<file path="src/sv/snell_refraction_vector_macros.svh">
// Assertion macros for the refraction pipeline.
// Used by snell_refraction_vector; needs i_clk and i_rst_n in scope.
`ifndef SNELL_REFRACTION_VECTOR_MACROS_SVH
`define SNELL_REFRACTION_VECTOR_MACROS_SVH

// same-cycle implication
`define SRV_ASSERT_SAME(lbl, ante, cons, msg) \
    lbl: assert property (@(posedge i_clk) disable iff (!i_rst_n) (ante) |-> (cons)) \
        else $error(msg);

// next-cycle implication
`define SRV_ASSERT_NEXT(lbl, ante, cons, msg) \
    lbl: assert property (@(posedge i_clk) disable iff (!i_rst_n) (ante) |=> (cons)) \
        else $error(msg);

`endif

</file>
<file path="src/sv/srv_pkg.sv">
// Shared constants and pipeline payload types for the refraction block.
// No dependencies.
package srv_pkg;

    localparam int FW         = 16;
    localparam int SQ_IN_W    = 60;
    localparam int SQ_OUT_W   = 30;
    localparam int SQ_STAGES  = SQ_OUT_W;
    localparam int DIV_STAGES = 16;
    localparam int NUM_W      = 44;
    localparam int LAT        = 87;

    typedef struct packed {
        logic [2:0][FW-1:0] mag;
        logic [2:0]         neg;
        logic [2:0][FW-1:0] nrm;
        logic [FW-1:0]      eta;
        logic               zero;
    } t_norm_side;

    typedef struct packed {
        logic [2:0][NUM_W-1:0]    num;
        logic [2:0][DIV_STAGES-1:0] quo;
        logic [SQ_OUT_W-1:0]      den;
        logic [2:0]               neg;
        logic [2:0][FW-1:0]       nrm;
        logic [FW-1:0]            eta;
        logic                     zero;
    } t_div_lane;

    typedef struct packed {
        logic [2:0][31:0]   a;
        logic [2:0][FW-1:0] nrm;
        logic [FW-1:0]      eta;
        logic               ok;
    } t_refr_side;

endpackage

</file>
<file path="src/sv/srv_isqrt.sv">
// Pipelined integer square root, one result bit per stage.
// Depends on srv_pkg.
module srv_isqrt (
    input  logic                          i_clk,
    input  logic                          i_en,
    input  logic [srv_pkg::SQ_IN_W-1:0]   i_x,
    output logic [srv_pkg::SQ_OUT_W-1:0]  o_root
);

    logic [srv_pkg::SQ_IN_W-1:0]    r_x    [srv_pkg::SQ_STAGES];
    logic [srv_pkg::SQ_OUT_W+1:0]   r_rem  [srv_pkg::SQ_STAGES];
    logic [srv_pkg::SQ_OUT_W-1:0]   r_root [srv_pkg::SQ_STAGES];

    for (genvar k = 0; k < srv_pkg::SQ_STAGES; k++) begin : g_stage
        logic [srv_pkg::SQ_IN_W-1:0]  x_in;
        logic [srv_pkg::SQ_OUT_W+1:0] rem_in;
        logic [srv_pkg::SQ_OUT_W-1:0] root_in;
        logic [srv_pkg::SQ_OUT_W+1:0] n_rem_sh;
        logic [srv_pkg::SQ_OUT_W+1:0] n_trial;

        if (k == 0) begin : g_first
            assign x_in    = i_x;
            assign rem_in  = '0;
            assign root_in = '0;
        end else begin : g_next
            assign x_in    = r_x[k-1];
            assign rem_in  = r_rem[k-1];
            assign root_in = r_root[k-1];
        end

        assign n_rem_sh = {rem_in[srv_pkg::SQ_OUT_W-1:0], x_in[srv_pkg::SQ_IN_W-1 -: 2]};
        assign n_trial  = {root_in, 2'b01};

        always_ff @(posedge i_clk) begin
            if (i_en) begin
                r_x[k] <= {x_in[srv_pkg::SQ_IN_W-3:0], 2'b00};
                if (n_rem_sh >= n_trial) begin
                    r_rem[k]  <= n_rem_sh - n_trial;
                    r_root[k] <= {root_in[srv_pkg::SQ_OUT_W-2:0], 1'b1};
                end else begin
                    r_rem[k]  <= n_rem_sh;
                    r_root[k] <= {root_in[srv_pkg::SQ_OUT_W-2:0], 1'b0};
                end
            end
        end
    end

    assign o_root = r_root[srv_pkg::SQ_STAGES-1];

endmodule

</file>
<file path="config.mk">
export PLATFORM = sky130hd
export DESIGN_NAME = srv_isqrt
export DESIGN_NICKNAME = d
export VERILOG_FILES = /design/src/sv/snell_refraction_vector_macros.svh /design/src/sv/srv_pkg.sv /design/src/sv/srv_isqrt.sv
export SDC_FILE = /design/constraint.sdc
export NUM_CORES = 2
export LEC_CHECK = 0
export BUFFER_PORTS_ARGS = -buffer_cell sky130_fd_sc_hd__buf_2
export CORE_MARGIN = 2
export CORE_UTILIZATION = 69
export DETAILED_ROUTE_END_ITERATION = 8
export PLACE_DENSITY = 0.86
export SLEW_MARGIN = 25
export SYNTH_ARGS = -nofsm -noshare
export SYNTH_HDL_FRONTEND = slang
export SYNTH_SLANG_ARGS = --single-unit
</file>
<file path="constraint.sdc">
create_clock -name i_clk -period 7.1 [get_ports i_clk]
set_input_delay 0.71 -clock i_clk [delete_from_list [all_inputs] [get_ports i_clk]]
set_output_delay 0.71 -clock i_clk [all_outputs]
set_load 0.01 [all_outputs]
</file>
---- Yosys cells after proc, flatten, opt, wreduce, memory -nomap -nowiden ----
Memories as Yosys holds them, arrays and structs flattened.
Cells that the tools add are included.
word-level totals
  logic and storage cells ................. 365
  memory bits (writable) .................. 3600
  memories ................................ 3
  bits in registers ....................... 0
memories
  memory  depth  bits a word  rd ports  clocked after memory_dff  write ports  line             RTL
  r_x     30     58           29        0                         30           srv_isqrt.sv:10  logic [srv_pkg::SQ_IN_W-1:0] r_x [srv_pkg::SQ_STAGES];
  r_rem   30     32           29        0                         30           srv_isqrt.sv:11  logic [srv_pkg::SQ_OUT_W+1:0] r_rem [srv_pkg::SQ_STAGES];
  r_root  30     30           30        0                         30           srv_isqrt.sv:12  logic [srv_pkg::SQ_OUT_W-1:0] r_root [srv_pkg::SQ_STAGES];
operators by class
  order comparisons ....................... 30
  bitwise logic cells ..................... 60
  add/subtract/negate cells ............... 30
  muxes and demuxes ....................... 242
operators with widths
  cell                   number
  $mux W32               30
  $ge A32 B32 Y1         29
  $sub A32 B32 Y32       29
  $mux W30               30
  $mux W1                182
  $or A1 B1 Y1           60
  $sub A2 B1 Y3 const B  1
  $ge A2 B1 Y1 const B   1

---- Depth between registers and ports, before layout ----
An unclocked memory read counts as a cell.
  depth in word-level cells ............... 6
  mapped depth ............................ 15
  mapped depth without buffers ............ 13

---- Least setup slack after synthesis ----
OpenSTA, ideal clock, no wires.
  kind .................................... input port to flip-flop
  from .................................... input port i_en
  to ...................................... memory r_rem[1][288] (netlist name), enable pin
  cell stages on the path ................. 5
  buffers on the path ..................... 5
  arrival ................................. 3.310 ns
  library setup time ...................... 0.433 ns
  path slack .............................. 3.357 ns
  data required time ...................... 6.667 ns
  cells stage by stage .................... clkbuf_1 > clkbuf_1 > clkbuf_1 > clkbuf_1 > clkbuf_1
RTL lines
  element          line             RTL
  start, declared  srv_isqrt.sv:5   input logic i_en,
  end, declared    srv_isqrt.sv:11

==> impl_metrics.tcl <==
set metrics [dict create \
    drc 0 \
    max_freq_ghz 0.245 \
    cp_cell_sequence "ha_1 > nor2b_1 > o21ai_0 > a21oi_1 > o31ai_1 > a31oi_1 > nor3_2 > buf_4 > nor3_1 > nand2_1 > nor3_1 > xor2_1" \
    num_vias 60800 \
    synth_top_cells_by_area "edfxtp_1 65%, ha_1 6.2%, xor2_1 3.1%" \
    ys_types 97 \
    final.setup.tns_ns 0 \
    p_leak_nw 42.6 \
    power.density_nw_per_um2 329 \
    grt_overflow_total 0 \
    cts_tree "yes" \
    ys_seq_area_frac 0.646 \
    status "complete, no violations" \
    clock_skew_ns 0.0357 \
    vias_per_cell 6.08 \
    cts_sinks 2163 \
    ys_ff_latch 2163 \
    place_congestion 0.941 \
    synth-edff-count 2162 \
    synth_area_per_cell_um2 13.0 \
    relSlewSlack 0.272 \
    slowest_stage "nor3_2" \
    grt_setup_unrepaired "false" \
    io_pins 92 \
    drive_gt1_frac 0.0729 \
    core_area_um2 145000 \
    finalSetupViolCount 0 \
    dpl.hpwl_um 139000 \
    cts-root-buf "clkbuf_16" \
    netlist_area_um2 101000 \
    cp.required_ns 7.65 \
    wl_per_cell_um 20.1 \
    critical_path_class "flop to flop" \
    cp-end-kind "flop" \
    fillers 8692 \
    p_seq_frac 0.479 \
    wl_um 201000 \
    period_needed_ns 4.09 \
    synth_commonest_cells "2162 x edfxtp_1, 624 x inv_1, 548 x nand2_1, 498 x ha_1, 438 x a21oi_1" \
    antenna_found_initial 5 \
    p_switching_mw 10.3 \
    post-route-period-util 0.576 \
    dieArea_um2 149000 \
    drt-initial-drc-count 5078 \
    cp_common_cell "nor3_1" \
    insertion_delay_ns 0.82 \
    p_clk_frac 0.306 \
    synthCells 7720 \
    internal_power_mw 26.0 \
    critPathMaxFanout 17 \
    h-tree-depth 4 \
    worstSetupStartpointType "flop" \
    yosys_warnings 0 \
    ant_nets 0 \
    postCtsResizedCells 0 \
    first_global_vias 60000 \
    worst_slew_pin_slew_ns 1.08 \
    start_util 0.693 \
    synth_top_area_cell "edfxtp_1" \
    hold_viol_final 0 \
    synth_top_flop_cell "edfxtp_1" \
    firstDrtPassIters 6 \
    clkTransAtPathRegs_ns 0.06 \
    vdd_drop_max_v 0.000363 \
    swShare 0.283 \
    dieWidth_um 386 \
    finalPower_mw 36.3 \
    fp.dieH_um 386 \
    area_delta_synth_final_pct 9.57 \
    combPwrFrac 0.215 \
    grt_pass1_wl_um 318000 \
    stdcell_count 9998 \
    path_delay_family "compound AO/OA/AOI/OAI gates" \
    placement.io_buffers 91 \
    drv_cap 0 \
    critPathMaxStageDelay_ns 0.65 \
    grt_max_degree 196 \
    syn_nets 8280 \
    grt_usage 0.270 \
    cts_hold_buf 0 \
    crit_buf_inv 1 \
    synthArstFlopShare 0 \
    post-place-cells 9613 \
    slew_violations 0 \
    clk_path_buf_depth 3 \
    rows 140 \
    layout.nets 8467 \
    netlist.area_leader.share 0.645 \
    cp.arrival_ns 4.63 \
    min-delay-path-class "input pin to flop" \
    cts_buffers 207 \
    yosysMostFrequentCell "edfxtp_1" \
    post_cts_buffers 0 \
]
## worst paths after layout
check                start       endpoint  slack (ns)  cells after the start
min                i_x[41]     r_x[0][41]        0.06                      1
max          r_rem[0][416]  r_rem[0][473]        3.01                     12
min reg2reg    r_x[1][401]    r_x[1][461]        0.39                      0
max reg2reg  r_rem[0][416]  r_rem[0][473]        3.01                     12
## layout by cell type, fill, tap and decap left out, drive strengths merged, types with 22 or more instances in the layout
cell type  Yosys  routed
xor2         359     359
o21ai        465     465
a211oi        34      34
or3           88      88
nor3         206     206
or2           43      43
edfxtp      2162    2162
xnor2        313     313
mux2          82      82
a31oi         35      35
nor2         392     392
o31ai         31      31
a21oi        438     438
nor4          96      96
and3          46      46
clkbuf       134     246
nand2        550     550
nor2b         80      80
ha           498     498
a21o         222     222
nand4         80      80
nor4b         22      22
o21bai        34      34
and2          33      33
nand2b       119     119
nand3        104     104
o21a          94      94
or4           42      42
bufinv         0      27
inv          628     639
clkinv         0      88
buf           20     131
## worst register-to-register path: cells and delay by family (launching register included)
kind	cells	cell delay [ns]
AOI/OAI and AO/OA	4	1.30
and+or+nand+nor	5	1.21
DFF	1	0.42
adders and majority gates	1	0.38
buffers and inverters	1	0.38
xor gates and xnor gates	1	0.14
## per-layer routing
metal	share of wire	routed length (um)	track usage	vias to the layer above
li1	-	-	-	28800
met4	0.036	7260	0.0999	2
met5	0.000040	8	0	-
met3	0.053	10600	0.0357	499
met1	0.41	81900	0.353	29400
met2	0.50	101000	0.466	2068
## state kept, by name, indices dropped and copies added (netlist names)
name and flops:
r_rem 828, r_x 870, r_root 465
## power by group through the flow
stage | logic (mW) | clock network [mW] | registers [mW]
5_1_grt | 8.66 | 11.8 | 17.5
2_1_floorplan | 5.98 | 0 | 17.1
3_3_place_gp | 7.40 | 0 | 17.6
4_1_cts | 7.73 | 11.3 | 17.4
3_5_place_dp | 7.64 | 0 | 17.6
6_report | 7.80 | 11.1 | 17.4
## cell families after synthesis
group                      after synthesis  synth area share
DFF                                   2163             0.646
muxes                                   91            0.0111
adders and majority gates              498            0.0619
AOI/OAI and AO/OA                     1537            0.0940
buffers and inverters                  782            0.0296
and+or+nand+nor                       1977            0.0993
xor gates and xnor gates               672            0.0585
## stage by stage
step                worst slack, ns  cell area [um^2]  hold slack, ns   util
floorplan                      3.36            101000           0.400      -
global placement               2.97            103000           0.400  0.711
detailed placement             2.86            103000           0.405  0.711
CTS                            2.95            110000         0.00695  0.759
global route                   2.86            110000          0.0149  0.759
finish                         3.01            110000          0.0597  0.759
## area by class of cell
type / instances / area (um^2) / share of cell area
Clock buffer: 245 / 5340 / 0.0485
Multi-Input combinational cell: 4775 / 32800 / 0.297
Sequential cell: 2163 / 64900 / 0.589
Antenna cell: 2 / 5.00 / 0.0000454
Tap cell: 1917 / 2400 / 0.0218
Clock inverter: 136 / 1520 / 0.0138
Timing Repair Buffer: 132 / 901 / 0.00817
Inverter: 628 / 2360 / 0.0214
No activity file was read; power rests on OpenSTA's default activity.
